File: config.mk
export PLATFORM = sky130hd
export DESIGN_NAME = fmbq_ctrl
export DESIGN_NICKNAME = d
export VERILOG_FILES = /design/src/rtl/fmbq_pkg.sv /design/src/rtl/fmbq_ctrl.sv
export SDC_FILE = /design/constraint.sdc
export NUM_CORES = 1
export LEC_CHECK = 0
export BUFFER_PORTS_ARGS = -buffer_cell sky130_fd_sc_hd__buf_2
export CAP_MARGIN = 40
export CELL_PAD_IN_SITES_DETAIL_PLACEMENT = 1
export CELL_PAD_IN_SITES_GLOBAL_PLACEMENT = 2
export CORE_MARGIN = 2
export CORE_UTILIZATION = 25
export DETAILED_ROUTE_END_ITERATION = 7
export PLACE_DENSITY = 0.73
export SLEW_MARGIN = 20
export SYNTH_ARGS = -nofsm -noshare
export SYNTH_HDL_FRONTEND = slang
export SYNTH_SLANG_ARGS = --single-unit
File: constraint.sdc
create_clock -name clk -period 1.8 [get_ports clk]
set_input_delay 0.09 -clock clk [delete_from_list [all_inputs] [get_ports clk]]
set_output_delay 0.09 -clock clk [all_outputs]
set_load 0.02 [all_outputs]
File: src/rtl/fmbq_pkg.sv
// ----------------------------------------------------------------------------
// fmbq_pkg
// Shared types and constants for the front/middle/back queue.
// ----------------------------------------------------------------------------
package fmbq_pkg;

  localparam int DEPTH_DEF = 1024;
  localparam int VALUE_W   = 32;
  localparam int ACTION_W  = 3;
  localparam int STATUS_W  = 2;
  localparam int FILL_W    = 11;
  // wide enough for any position up to the largest supported depth
  localparam int POS_W     = 17;

  typedef enum logic [ACTION_W-1:0] {
    ACT_PUSH_FRONT  = 3'd0,
    ACT_PUSH_MIDDLE = 3'd1,
    ACT_PUSH_BACK   = 3'd2,
    ACT_POP_FRONT   = 3'd3,
    ACT_POP_MIDDLE  = 3'd4,
    ACT_POP_BACK    = 3'd5
  } action_t;

  typedef enum logic [STATUS_W-1:0] {
    ST_DONE  = 2'd0,
    ST_EMPTY = 2'd1,
    ST_FULL  = 2'd2
  } status_t;

  // broadcast control for the row of cells
  typedef struct packed {
    logic             push;
    logic             pop;
    logic [POS_W-1:0] pos;
  } cell_ctl_t;

endpackage

File: src/rtl/fmbq_ctrl.sv
// ----------------------------------------------------------------------------
// fmbq_ctrl
// Fill count register, action decode and position selection.
// ----------------------------------------------------------------------------
module fmbq_ctrl #(
  parameter int DEPTH = fmbq_pkg::DEPTH_DEF
) (
  input  logic                                  clk,
  input  logic                                  rst,
  input  logic                                  accept,
  input  logic [fmbq_pkg::ACTION_W-1:0]         action,
  output fmbq_pkg::cell_ctl_t                   ctl,
  output fmbq_pkg::status_t                     status,
  output logic [$clog2(DEPTH+1)-1:0]            count,
  output logic [$clog2(DEPTH+1)-1:0]            count_next
);

  localparam int CNT_W = $clog2(DEPTH+1);
  localparam logic [CNT_W-1:0] FULL_CNT = CNT_W'(DEPTH);

  logic is_full;
  logic is_empty;

  assign is_full  = (count == FULL_CNT);
  assign is_empty = (count == '0);

  // decode action into cell control and status
  always_comb begin
    ctl        = '0;
    status     = fmbq_pkg::ST_DONE;
    count_next = count;
    case (fmbq_pkg::action_t'(action))
      fmbq_pkg::ACT_PUSH_FRONT, fmbq_pkg::ACT_PUSH_MIDDLE, fmbq_pkg::ACT_PUSH_BACK: begin
        if (is_full) begin
          status = fmbq_pkg::ST_FULL;
        end else begin
          ctl.push   = accept;
          count_next = count + CNT_W'(1);
          if (fmbq_pkg::action_t'(action) == fmbq_pkg::ACT_PUSH_MIDDLE) begin
            ctl.pos = fmbq_pkg::POS_W'(count >> 1);
          end else if (fmbq_pkg::action_t'(action) == fmbq_pkg::ACT_PUSH_BACK) begin
            ctl.pos = fmbq_pkg::POS_W'(count);
          end
        end
      end
      fmbq_pkg::ACT_POP_FRONT, fmbq_pkg::ACT_POP_MIDDLE, fmbq_pkg::ACT_POP_BACK: begin
        if (is_empty) begin
          status = fmbq_pkg::ST_EMPTY;
        end else begin
          ctl.pop    = accept;
          count_next = count - CNT_W'(1);
          if (fmbq_pkg::action_t'(action) == fmbq_pkg::ACT_POP_MIDDLE) begin
            ctl.pos = fmbq_pkg::POS_W'((count - CNT_W'(1)) >> 1);
          end else if (fmbq_pkg::action_t'(action) == fmbq_pkg::ACT_POP_BACK) begin
            ctl.pos = fmbq_pkg::POS_W'(count - CNT_W'(1));
          end
        end
      end
      default: begin
        ctl = '0;
      end
    endcase
  end

  // fill count
  always_ff @(posedge clk) begin
    if (rst) begin
      count <= '0;
    end else if (accept) begin
      count <= count_next;
    end
  end

endmodule

==> impl_metrics.json <==
{
  "cp_slowest_cell": "or4_4",
  "syn_area_mm2": 0.00160,
  "largest_register": "count",
  "fin_skew_ns": 0.000981,
  "holdWs_ns": 0.194,
  "pin_count": 49,
  "synth_top_area_frac": 0.138,
  "wl_met2_mm": 4.31,
  "gr-total-overflow": 0,
  "antenna_found_initial": 0,
  "track_usage": 0.214,
  "start_util": 0.255,
  "yosysMostFrequentCell": "nor2_1",
  "largest_register_ff_count": 11,
  "antenna_cells": 0,
  "vias": 2278,
  "hpwl_mm": 5.29,
  "crit_type": "reg2out",
  "grt_pass1_wl_mm": 12.1,
  "maxSlewHeadroom": 0.725,
  "arrival_ns": 2.19,
  "die_h_um": 84.0,
  "cp-end-kind": "primary output",
  "syn_inst": 228,
  "wl_met3_um": 377,
  "period_share": 1.27,
  "grt_pass1_vias": 2283,
  "dpl_cell_area_mm2": 0.00240,
  "drt-wirelength-per-cell_um": 20.2,
  "cts-root-buf": "clkbuf_8",
  "areaGrowthSynthToFinish_pct": 106,
  "synth_area_leader_cell": "dfxtp_1",
  "irDropWorstVdd_uv": 340,
  "period_needed_ns": 2.28,
  "path_cells": "or4_4 -> or3_4 -> buf_4 -> a31oi_1 -> o21ai_2 -> buf_2",
  "crit_fanout": 5,
  "hold_violations": 0,
  "synth_ff_type": "dfxtp_1",
  "clockBufferDepth": 2,
  "top_regs": "count (11)",
  "total_power_mw": 2.49,
  "avgSynthCellArea_um2": 7.01,
  "route.detailed.drc": 0,
  "async_flop_share": 0,
  "avgViaCountPerCell": 5.56,
  "syn-num-nets": 237,
  "cts_made_buffers": 3,
  "final_util": 0.525,
  "netlist_top_cells_count": "27 x nor2_1, 19 x nand2_1, 17 x clkbuf_1",
  "leakagePower_nw": 1.39,
  "highest_layer": "met4",
  "fin_tns_setup_ns": -11.11,
  "slew_violations": 0,
  "dr.pass1.iters": 4,
  "outcome": "finished, violations left",
  "clkLatencyLatePin_ns": 0.26,
  "rsz0062_at_grt": "yes",
  "synth_edf_count": 0,
  "wl_met1_mm": 3.46,
  "drv_cap": 0,
  "core-area_mm2": 0.00628,
  "synth_seq_cells": 11,
  "final_area_mm2": 0.00330,
  "startpoint_type": "flip-flop",
  "synth_warnings": 0,
  "worst_slack_ns": -0.478,
  "required_ns": 1.71,
  "seq_area_frac_synth": 0.138,
  "numPortBuffers": 48,
  "antenna_left": 0,
  "path_clk_slew_ns": 0.06,
  "h-tree-depth": 1,
  "yosysUniqueCellTypes": 61,
  "finalWirelength_mm": 8.29,
  "slowest_delay_ns": 0.60,
  "power_density_mw_per_mm2": 756,
  "cts_sinks": 11,
  "max_freq_mhz": 439,
  "finalSetupViolCount": 42,
  "dieArea_mm2": 0.00705,
  "hold_path_class": "in2reg",
  "violations": "setup timing",
  "initialDrtViolationCount": 66,
  "die_w_um": 84.0,
  "cts_tree": "yes",
  "drive_gt1_frac": 0.667,
  "synth_area_leaders": "dfxtp_1 14%, nor2_1 6.3%, xnor2_1 5.5%, nand2_1 4.5%, a22oi_1 4.2%",
  "std_cell_rows": 29,
  "grt_max_degree": 18,
  "worst_pin_slew_ns": 0.408,
  "num-nets-final": 343,
  "gp_congestion": 0.794
}
## power breakdown
part           internal (mW)  switching [mW]
clock                  0.157           0.123
combinational          0.938           0.981
sequential             0.271          0.0211
## stage by stage
| stage | worst slack, ns | cells |
|---|---|---|
| floorplan | -0.185 | 228 |
| global placement | -0.176 | 377 |
| detailed placement | -0.196 | 377 |
| CTS | -0.457 | 399 |
| global route | -0.547 | 410 |
| finish | -0.478 | 410 |
## timing repair
action | in CTS | in global routing
hold buffers | 0 | 0
pin swaps | 28 | 30
setup buffers | 19 | 16
resized for setup | 111 | 46
cloned | 0 | 0
setup endpoints to repair | 42 | 43
endpoints found under the hold margin | 0 | 0
## final cells by class
| type | instances | area, um2 |
|---|---|---|
| Fill cell | 737 | 2980 |
| Multi-Input combinational cell | 185 | 1790 |
| Inverter | 6 | 22.5 |
| Timing Repair Buffer | 127 | 1100 |
| Sequential cell | 11 | 235 |
| Clock buffer | 4 | 45.0 |
| Tap cell | 77 | 96.3 |
## worst paths after layout
check	start	endpoint	slack [ns]	depth (start not counted)
worst min register to register	count[0]	count[0]	0.69	3
worst max-delay path	count[3]	count_next[2]	-0.48	6
worst min-delay path	rst	count[5]	0.19	2
worst max register to register	count[3]	count[4]	-0.31	7
## placed cells by master, fill, tap and decap left out, types with 4 or more instances in the layout
| cell | n |
|---|---|
| a21oi_1 | 6 |
| a21oi_2 | 4 |
| a22oi_1 | 9 |
| and3_1 | 5 |
| buf_2 | 19 |
| buf_4 | 59 |
| buf_6 | 47 |
| dfxtp_2 | 6 |
| nand2_1 | 14 |
| nand2_2 | 4 |
| nor2_1 | 20 |
| nor2_4 | 5 |
| o21ai_0 | 6 |
| o21ai_2 | 4 |
| o22ai_4 | 5 |
| xnor2_2 | 8 |
## critical path, delay by kind of cell, from the launching register on
family / cells / cell delay (ns)
buffers and inverters: 2 / 0.32
AND/OR/NAND/NOR: 2 / 1.00
AO/OA/AOI/OAI: 2 / 0.29
flip-flops: 1 / 0.32
## logic make-up after synthesis
logic type,count (synthesis),share of synthesized area
flip-flops,11,0.138
buffers and inverters,32,0.0876
XOR/XNOR,12,0.0657
AO/OA/AOI/OAI,75,0.339
multiplexers,4,0.0266
adder cells (fa/ha/maj),3,0.0235
AND/OR/NAND/NOR,91,0.320
## routing by layer
layer | up-vias | global-route usage
met4 | 0 | 0.0674
met3 | 14 | 0.0247
met1 | 1128 | 0.276
met2 | 75 | 0.371
met5 | - | 0
li1 | 1061 | -
No activity file was read; power rests on OpenSTA's default activity.
