<file path="src/rtl/fmbq_pkg.sv">
// ----------------------------------------------------------------------------
// fmbq_pkg
// Shared types and constants for the front/middle/back queue.
// ----------------------------------------------------------------------------
package fmbq_pkg;

  localparam int DEPTH_DEF = 1024;
  localparam int VALUE_W   = 32;
  localparam int ACTION_W  = 3;
  localparam int STATUS_W  = 2;
  localparam int FILL_W    = 11;
  // wide enough for any position up to the largest supported depth
  localparam int POS_W     = 17;

  typedef enum logic [ACTION_W-1:0] {
    ACT_PUSH_FRONT  = 3'd0,
    ACT_PUSH_MIDDLE = 3'd1,
    ACT_PUSH_BACK   = 3'd2,
    ACT_POP_FRONT   = 3'd3,
    ACT_POP_MIDDLE  = 3'd4,
    ACT_POP_BACK    = 3'd5
  } action_t;

  typedef enum logic [STATUS_W-1:0] {
    ST_DONE  = 2'd0,
    ST_EMPTY = 2'd1,
    ST_FULL  = 2'd2
  } status_t;

  // broadcast control for the row of cells
  typedef struct packed {
    logic             push;
    logic             pop;
    logic [POS_W-1:0] pos;
  } cell_ctl_t;

endpackage

</file>
<file path="src/rtl/fmbq_cell.sv">
// ----------------------------------------------------------------------------
// fmbq_cell
// One storage slot of the row; shifts toward the back on insert and toward
// the front on removal, relative to the broadcast position.
// ----------------------------------------------------------------------------
module fmbq_cell #(
  parameter int INDEX = 0
) (
  input  logic                             clk,
  input  fmbq_pkg::cell_ctl_t              ctl,
  input  logic [fmbq_pkg::VALUE_W-1:0]     ins_value,
  input  logic [fmbq_pkg::VALUE_W-1:0]     prev_value,
  input  logic [fmbq_pkg::VALUE_W-1:0]     next_value,
  output logic [fmbq_pkg::VALUE_W-1:0]     value,
  output logic [fmbq_pkg::VALUE_W-1:0]     tap
);

  localparam logic [fmbq_pkg::POS_W-1:0] IDX = fmbq_pkg::POS_W'(INDEX);

  // slot update
  always_ff @(posedge clk) begin
    if (ctl.push) begin
      if (ctl.pos == IDX) begin
        value <= ins_value;
      end else if (ctl.pos < IDX) begin
        value <= prev_value;
      end
    end else if (ctl.pop) begin
      if (ctl.pos <= IDX) begin
        value <= next_value;
      end
    end
  end

  // read tap for the removed slot
  assign tap = (ctl.pop && ctl.pos == IDX) ? value : '0;

endmodule

</file>
<file path="config.mk">
export PLATFORM = sky130hd
export DESIGN_NAME = fmbq_cell
export DESIGN_NICKNAME = d
export VERILOG_FILES = /design/src/rtl/fmbq_pkg.sv /design/src/rtl/fmbq_cell.sv
export SDC_FILE = /design/constraint.sdc
export NUM_CORES = 1
export LEC_CHECK = 0
export BUFFER_PORTS_ARGS = -buffer_cell sky130_fd_sc_hd__buf_2
export CAP_MARGIN = 20
export CORE_MARGIN = 4
export CORE_UTILIZATION = 40
export CTS_CLUSTER_DIAMETER = 30
export CTS_CLUSTER_SIZE = 8
export DETAILED_ROUTE_END_ITERATION = 8
export HOLD_SLACK_MARGIN = 0.15
export PLACE_DENSITY = 0.88
export SYNTH_ARGS = -nofsm -noshare
export SYNTH_HDL_FRONTEND = slang
export SYNTH_SLANG_ARGS = --single-unit
</file>
<file path="constraint.sdc">
create_clock -name clk -period 6.8 [get_ports clk]
set_input_delay 0.68 -clock clk [delete_from_list [all_inputs] [get_ports clk]]
set_output_delay 0.68 -clock clk [all_outputs]
set_load 0.01 [all_outputs]
</file>
==> summary.md, run 1 <==
| Metric | Value |
|---|---|
| HPWL Detailed | 4.09 mm |
| Critical path class | in -> out |
| Largest cells by area after synthesis | edfxtp_1 (51%), mux2_2 (19%), nor3_2 (16%) |
| Most frequent cells after synthesis | nand2_1 (33), edfxtp_1 (32), mux2_2 (32) |
| Synth warnings | 0 |
| Crit path capture type | output port |
| Fin nets | 408 |
| Largest net degree at the start of global routing | 34 |
| Buffers on Ports | 147 |
| Largest regs | value x32 |
| Initial Util | 42.4% |
| TritonCTS clock tree | done |
| Area share of the leading cell type in the synthesized netlist | 50.7% |
| Top FF cell, synth | edfxtp_1 |
| FFs w/ async S/R, synth | 0% |
| Final slew viol count | 0 |
| Pre-CTS setup slack | 3.57 ns |
| Clock tree buffer depth | 2 |
| Post-CTS resize count | 0 |
| Worst-path cell chain | buf_2 > nor4_2 > nand3_2 > nor3_1 > buf_2 |
| Detail Route Antenna Nets | 0 |
| Crit path max fanout | 33 |
| Share of layout cells above drive strength 1 | 75.1% |
| Setup_tns | 0 ns |
| Cell variety after synth | 12 |
| Placer Congestion | 0.736 |
| Final Total Pwr | 0.000403 W |
| Most common cell in the netlist | nand2_1 |
| DRC violations left | 0 |
| Vias in the first global route | 1730 |
| CTS H-Tree Depth | 2 |
| Core Box Area | 4470 sq um |
| Post-Route WL | 5.28 mm |
| Worst-path clk slew | 0.06 ns |
| Final worst setup slack | 3.61 ns |
| 1st-pass router iterations | 4 |
| Vias per cell | 4.90 |
| Max FFs per register | 32 |
| Final setup violation count | 0 |
| Setup bufs post-CTS | 0 |
| Min-Delay Startpoint | next_value[8] |
| Maximum clock rate | 0.313 GHz |
| GRT Overall Usage | 17.9% |
| Area delta synth->final | 42.9% |
| Initial antenna violation count | 0 |
| CTS Sinks | 32 |
| Crit path from | ctl[6] |
| Syn Nets | 267 |
| Max-cap violation count | 0 |
| Lkg Pwr | 1.17 nW |
| Vias | 1690 |
| Maximum VDD drop | 0.131 mV |
| Syn_area_per_cell | 12.6 sq um |
| Status | completed |
| Wire length per cell | 15.3 microns |
| Cells after Synth | 151 |
| CP max-delay cell | nand3_2 |
| Final period util | 46.9% |
| Post-synth EDFFs | 32 |
| Hold Fails Final Rpt | 0 |
| Cts bufs inserted | 5 |
| Worst slew margin | 34.5% |
| Die W | 76.9 microns |
| CTS Hold Bufs | 0 |
| Flops & latches, synth | 32 |
| Dpl cell area | 2630 sq um |
| Pwr dens | 149 nW/um^2 |
| First-pass GRT wire length | 8.44 mm |
| Min Clock Period, post-route | 3.19 ns |
| Biggest register | value |
| Rows | 24 |
| Synthesized area | 1900 sq um |
| Fin area | 2710 sq um |
| CP Launch Type | input port |
| I/O pins | 180 |
| GRT overflow | 0 |
| Die area | 5910 sq um |
| # diodes | 0 |
| Die height | 76.9 microns |
| Crit-path most repeated cell | buf_2 |
| Root Driver | clkbuf_8 |
| Slew of the pin with the lowest slew margin | 0.981 ns |
| CP max stage delay | 0.80 ns |
| Iter 0 DRT Violations | 51 |
| Required time worst endpoint | 6.12 ns |
| Worst hold path class | in -> reg |
| Post-synth top area cell | edfxtp_1 |
| WP data arrival | 2.51 ns |
| Seq/Total Area, Yosys | 50.7% |
| Unrepaired setup endpoints after global routing | false |
[report_power, final]
group	internal, W	switching, W
Combinational	0.0000314	0.0000203
Sequential	0.000218	0.00000000105
Clock	0.0000711	0.0000619
Total	0.000321	0.0000822
[routing by layer]
metal | GRT usage, % | wire length (microns) | share of wire (%) | up-vias
met4 | 5.80 | 99 | 1.9 | 0
met1 | 19.2 | 2000 | 38 | 776
met3 | 4.92 | 364 | 6.9 | 9
li1 | - | - | - | 827
met5 | 0 | 0 | 0 | -
met2 | 33.4 | 2820 | 53 | 78
[cells in the final DEF, fill, tap and decap left out]
| cell type | count |
|---|---|
| buf_2 | 147 |
| mux2_2 | 32 |
| nand2_1 | 32 |
| edfxtp_1 | 32 |
| nor3_2 | 31 |
| clkbuf_8 | 5 |
| nor3_1 | 3 |
| nor2_1 | 2 |
| nor4_2 | 2 |
| clkbuf_1 | 2 |
| nand3_2 | 1 |
| nor4_1 | 1 |
| nand2_2 | 1 |
| clkinv_1 | 1 |
| buf_4 | 1 |
[cell type report]
class	count	area, sq um
clock inverters	1	3.75
flip-flops and latches	32	961
well taps	52	65.1
fillers	379	1760
clock buffers	7	76.3
multi-input cells	105	861
repair buffers	148	743
[kinds of logic (layout without fill, tap and decap cells)]
| family | count (synthesis) | count (layout) | share of synthesized area (%) |
|---|---|---|---|
| flops | 32 | 32 | 50.7 |
| mux | 32 | 32 | 19.0 |
| simple gates | 73 | 73 | 26.0 |
| buf+inv | 14 | 156 | 4.35 |
[metrics by stage]
step	utilization, %	instances	hold slack [ns]
after floorplan	-	151	0.900
after global placement	58.8	337	0.981
after detailed placement	58.8	337	0.984
after CTS	60.6	345	0.696
after global routing	60.6	345	0.688
final	60.6	345	0.705
[critical path: cells and delay by family]
kind / cells / cell delay, ns
buffers and inverters: 2 / 0.29
and+or+nand+nor: 3 / 1.53
[final timing paths]
kind                 end  cells past startpoint
min   value[8]$_DFFE_PP_                      2
max               tap[0]                      5
Note: power is estimated with default switching activity, not from simulation.
==> inputs of run 2 (changes only) <==
- CORE_UTILIZATION: 40 -> 33
- PLACE_DENSITY: 0.88 -> 0.78
- clock period: 6.8 -> 2.7 ns (I/O delays scaled with it)
==> summary.md, run 2 (synthesis gave the netlist of run 1 again) <==
| Metric | Value |
|---|---|
| Status | completed |
| Setup_tns | 0 ns |
| CP max stage delay | 0.38 ns |
| Vias | 1680 |
| Crit-path most repeated cell | buf_2 |
| Final slew viol count | 0 |
| Slew of the pin with the lowest slew margin | 0.598 ns |
| Unrepaired setup endpoints after global routing | false |
| Die height | 83.8 microns |
| Fin Hold WS | 0.297 ns |
| Final Total Pwr | 0.00101 W |
| Max-cap violation count | 0 |
| Worst-path cell chain | buf_2 > nor4_1 > nand2_2 > buf_4 > nor3_1 > buf_2 |
| CTS H-Tree Depth | 2 |
| TritonCTS clock tree | done |
| Worst-path clk slew | 0.06 ns |
| Required time worst endpoint | 2.43 ns |
| Min Clock Period, post-route | 2.06 ns |
| Met1 Routed Length | 2.05 mm |
| Placer Congestion | 0.767 |
| DRC violations left | 0 |
| Initial antenna violation count | 0 |
| Post-layout util | 50.1% |
| HPWL Detailed | 4.31 mm |
| Final period util | 76.5% |
| Root Driver | clkbuf_8 |
| # fillers | 522 |
| Max FFs per register | 32 |
| Worst path bufs/invs | 3 |
| Die W | 83.8 microns |
| CP Launch Type | input port |
| Crit path max fanout | 17 |
| Share of layout cells above drive strength 1 | 75.8% |
| Most common cell after layout, fill and taps aside | buf_2 |
| Crit path capture type | output port |
| Clock tree buffer depth | 2 |
| GRT Overall Usage | 15.6% |
| Vias in the first global route | 1792 |
| 1st-pass router iterations | 4 |
| Net Sw Power | 0.000210 W |
| Maximum clock rate | 0.484 GHz |
| Iter 0 DRT Violations | 46 |
| Cts bufs inserted | 5 |
| Vias per cell | 4.55 |
| Largest net degree at the start of global routing | 34 |
| Detail Route Antenna Nets | 0 |
| Commonest non-fill, non-tap cells in the layout | buf_2 (147), mux2_2 (32), nand2_1 (32), edfxtp_1 (32), nor3_2 (30) |
| Pwr dens | 364 nW/um^2 |
| Routed wl met2 | 2.94 mm |
| I/O pins | 180 |
| Post-Layout Cell Count | 369 |
| Worst slew margin | 60.1% |
| Max layer used | met4 |
| Critical path class | in -> out |
| Die area | 7020 sq um |
| Maximum VDD drop | 0.231 mV |
| Buffers on Ports | 147 |
| Post-CTS resize count | 0 |
| Lkg Pwr | 1.20 nW |
| Hold Fails Final Rpt | 0 |
| Area delta synth->final | 46.3% |
| Initial Util | 34.2% |
| Met3 WL post-DR | 458 microns |
| First-pass GRT wire length | 8.69 mm |
| Core Box Area | 5540 sq um |
| Setup bufs post-CTS | 0 |
| Int Power | 0.000800 W |
| Sequential Power Share | 54.5% |
| Rows | 27 |
| Clock share of power | 32.5% |
| Final setup violation count | 0 |
| CTS Sinks | 32 |
| Largest regs | value x32 |
| GRT overflow | 0 |
| Worst hold path class | in -> reg |
| WP data arrival | 1.79 ns |
| CTS Hold Bufs | 0 |
| Comb pwr share | 13.1% |
| CP top delay family | simple AND/OR/NAND/NOR gates |
| Switching part of the total power | 20.8% |
| Placed Cells | 362 |
| # diodes | 0 |
| Biggest register | value |
| Post-Route WL | 5.48 mm |
| Fin nets | 413 |
| Wire length per cell | 14.8 microns |
| CP max-delay cell | nand2_2 |
-- run 2: changes by cell type in the layout (fill, tap and decap cells not counted) --
cell / before / now
clkbuf_1: 2 / 0
buf_4: 1 / 6
nor3_4: 0 / 1
nor3_2: 31 / 30
clkinv_1: 1 / 2
-- run 2: path summary, 6_finish.rpt --
path,startpoint,end,depth (start not counted)
hold / removal,ins_value[1],value[1]$_DFFE_PP_,2
setup / recovery,ctl[11],tap[0],6
-- run 2: layer usage --
layer  vias to the layer above  track usage (%)
met2                        79             30.1
met3                         2             4.24
met1                       764             16.4
met4                         0             3.95
met5                         -                0
li1                        835                -
-- run 2: power by group through the flow --
| stage | Clock [W] | Combinational (W) | Sequential [W] |
|---|---|---|---|
| floorplan | 0 | 0.0000648 | 0.000561 |
| global placement | 0 | 0.000130 | 0.000561 |
| detailed placement | 0 | 0.000134 | 0.000561 |
| CTS | 0.000343 | 0.000135 | 0.000550 |
| global route | 0.000371 | 0.000148 | 0.000550 |
| finish | 0.000328 | 0.000132 | 0.000550 |
-- run 2: cell type report --
cell class                 instances  area, sq um  share of cell area (%)
tap                               72         90.1                    3.25
sequential                        32          961                    34.6
timing repair buffer             153          781                    28.1
multi-input combinational        105          867                    31.2
clock buffer                       5         68.8                    2.48
clock inverter                     2         7.51                   0.271
-- run 2: metrics by stage --
stage	cell area (sq um)	setup WS, ns
global route	2780	0.417
finish	2780	0.636
floorplan	1900	0.188
global placement	2700	0.649
detailed placement	2700	0.603
CTS	2780	0.606
==> inputs of run 3 (changes only) <==
- ABC_AREA: default -> 1
- CORE_UTILIZATION: 33 -> 36
- PLACE_DENSITY: 0.78 -> 0.82
- clock period: 2.7 -> 2.14 ns (I/O delays scaled with it)
==> summary.md, run 3 <==
| Metric | Value |
|---|---|
| Flops & latches, synth | 32 |
| Most frequent cells after synthesis | nand2_1 (100), inv_1 (33), edfxtp_1 (32) |
| Int Power | 0.000992 W |
| Clock share of power | 33.9% |
| Switching part of the total power | 21.9% |
| Maximum VDD drop | 0.304 mV |
| Share of layout cells above drive strength 1 | 51.4% |
| Most common cell after layout, fill and taps aside | buf_2 |
| Most common cell in the netlist | nand2_1 |
| Placer Congestion | 0.762 |
| TritonCTS clock tree | done |
| GRT overflow | 0 |
| Lkg Pwr | 1.55 nW |
| Cell variety after synth | 12 |
| CTS H-Tree Depth | 2 |
| Comb pwr share | 11.5% |
| Detail Route Antenna Nets | 0 |
| Core Box Area | 4790 sq um |
| Die W | 78.6 microns |
| # diodes | 0 |
| Vias | 1818 |
| Largest net degree at the start of global routing | 33 |
| Vias in the first global route | 1723 |
| Cts bufs inserted | 5 |
| Commonest non-fill, non-tap cells in the layout | buf_2 (147), nand2_1 (100), inv_1 (33) |
| Root Driver | clkbuf_8 |
| Vias per cell | 4.18 |
| Max-cap violation count | 0 |
| WP data arrival | 1.42 ns |
| Slew of the pin with the lowest slew margin | 1.01 ns |
| CTS Hold Bufs | 0 |
| Rows | 25 |
| Final worst setup slack | 0.505 ns |
| Biggest register | value |
| Unrepaired setup endpoints after global routing | false |
| Hold Fails Final Rpt | 0 |
| Die area | 6180 sq um |
| Die height | 78.6 microns |
| Worst hold path class | in -> reg |
| Syn_area_per_cell | 8.19 sq um |
| Synth warnings | 0 |
| Pre-CTS setup slack | 0.495 ns |
| Pwr dens | 476 nW/um^2 |
| Worst-path clk slew | 0.06 ns |
| Largest regs | value x32 |
| CP Launch Type | input port |
| Seq/Total Area, Yosys | 53.6% |
| Min Clock Period, post-route | 1.63 ns |
| Synthesized area | 1790 sq um |
| Final setup violation count | 0 |
| Fin nets | 483 |
| CTS Sinks | 32 |
| Worst slew margin | 32.6% |
| Crit path capture type | output port |
| Crit path max fanout | 32 |
| Status | completed |
| Hold Path Cell Cnt | 3 |
| Post-Route WL | 4.90 mm |
| Initial Util | 37.5% |
| Post-CTS resize count | 0 |
| Area delta synth->final | 48.6% |
| Final slew viol count | 0 |
| Net Sw Power | 0.000278 W |
| Wire length per cell | 11.3 microns |
| I/O pins | 180 |
| Setup bufs post-CTS | 0 |
| Largest cells by area after synthesis | edfxtp_1 (54%), nand2_1 (21%), nor2_2 (9.8%) |
| Maximum clock rate | 0.612 GHz |
| Post-synth EDFFs | 32 |
| Post-synth top area cell | edfxtp_1 |
| Syn Nets | 335 |
| Max FFs per register | 32 |
| Area share of the leading cell type in the synthesized netlist | 53.6% |
| Clock tree buffer depth | 2 |
| Critical path class | in -> out |
| Min-Delay Endpoint | value[12]$_DFFE_PP_ |
| 1st-pass router iterations | 4 |
| Iter 0 DRT Violations | 64 |
| Top FF cell, synth | edfxtp_1 |
| FFs w/ async S/R, synth | 0% |
| GRT Overall Usage | 15.6% |
| Buffers on Ports | 147 |
| Min-Delay Startpoint | next_value[12] |
| Initial antenna violation count | 0 |
| Final period util | 76.4% |
| DRC violations left | 0 |
| HPWL Detailed | 3.85 mm |
| Required time worst endpoint | 1.93 ns |
| Cells after Synth | 219 |
| Sequential Power Share | 54.7% |
| Setup_tns | 0 ns |
| First-pass GRT wire length | 7.65 mm |
-- run 3: cell types whose count changed after synthesis, moves of 2 or more --
cell,previous run,this run
nor2_4,0,2
inv_1,0,33
clkbuf_1,5,7
nand2_1,33,100
nor4_2,2,0
nor3_2,30,0
nor2_1,2,10
nor2_2,0,28
mux2_2,32,0
nor3_1,4,1
buf_2,6,0
-- run 3: worst max-delay path by stage --
stage	start	endpoint	slack, ns	cells past startpoint
after floorplan	ctl[1]	value[0]$_DFFE_PP_	0.11	5
after global placement	ctl[15]	tap[0]	0.52	6
after detailed placement	ctl[15]	tap[31]	0.50	6
after CTS	ctl[15]	tap[31]	0.50	6
after global routing	ctl[15]	tap[11]	0.39	6
final	ctl[13]	tap[1]	0.51	8
-- run 3: logic make-up (layout without fill, tap and decap cells) --
| family | count (synthesis) | count (layout) | synth area share, % |
|---|---|---|---|
| flip-flops | 32 | 32 | 53.6 |
| AND/OR/NAND/NOR | 144 | 144 | 36.2 |
| buffers and inverters | 43 | 192 | 10.3 |
-- run 3: metrics by stage --
| stage | instances | util, % | power (W) | instance area, sq um | hold WS [ns] |
|---|---|---|---|---|---|
| CTS | 435 | 55.7 | 0.00129 | 2670 | 0.188 |
| detailed placement | 427 | 54.0 | 0.000856 | 2580 | 0.483 |
| global placement | 427 | 54.0 | 0.000848 | 2580 | 0.478 |
| global route | 435 | 55.7 | 0.00133 | 2670 | 0.197 |
| finish | 435 | 55.7 | 0.00127 | 2670 | 0.199 |
| floorplan | 219 | - | 0.000768 | 1790 | 0.393 |
-- run 3: routing by layer --
| layer | global-route usage [%] | vias up | share of wire, % |
|---|---|---|---|
| li1 | - | 948 | - |
| met1 | 17.3 | 777 | 37 |
| met2 | 28.2 | 87 | 52 |
| met3 | 5.05 | 6 | 10 |
| met4 | 4.55 | 0 | 1.0 |
| met5 | 0 | - | 0 |
-- run 3: critical path, stage by stage --
cell	delay, ns
buf_2	0.09
nor2_1	0.10
nand2_1	0.06
nor2_1	0.24
nand4_4	0.11
buf_4	0.31
nor2_1	0.15
buf_2	0.14
-- run 3: cell type report --
cell class | count | area [sq um]
repair buffers | 151 | 766
fillers | 464 | 2120
clock inverters | 3 | 13.8
well taps | 67 | 83.8
multi-input cells | 144 | 649
flip-flops and latches | 32 | 961
clock buffers | 5 | 68.8
inverters | 33 | 124
-- run 3: power by group through the flow --
stage	clock (W)	sequential, W	combinational [W]
6_report	0.000430	0.000694	0.000146
5_1_grt	0.000468	0.000694	0.000167
4_1_cts	0.000444	0.000694	0.000148
3_5_place_dp	0	0.000708	0.000148
3_3_place_gp	0	0.000708	0.000140
2_1_floorplan	0	0.000708	0.0000606
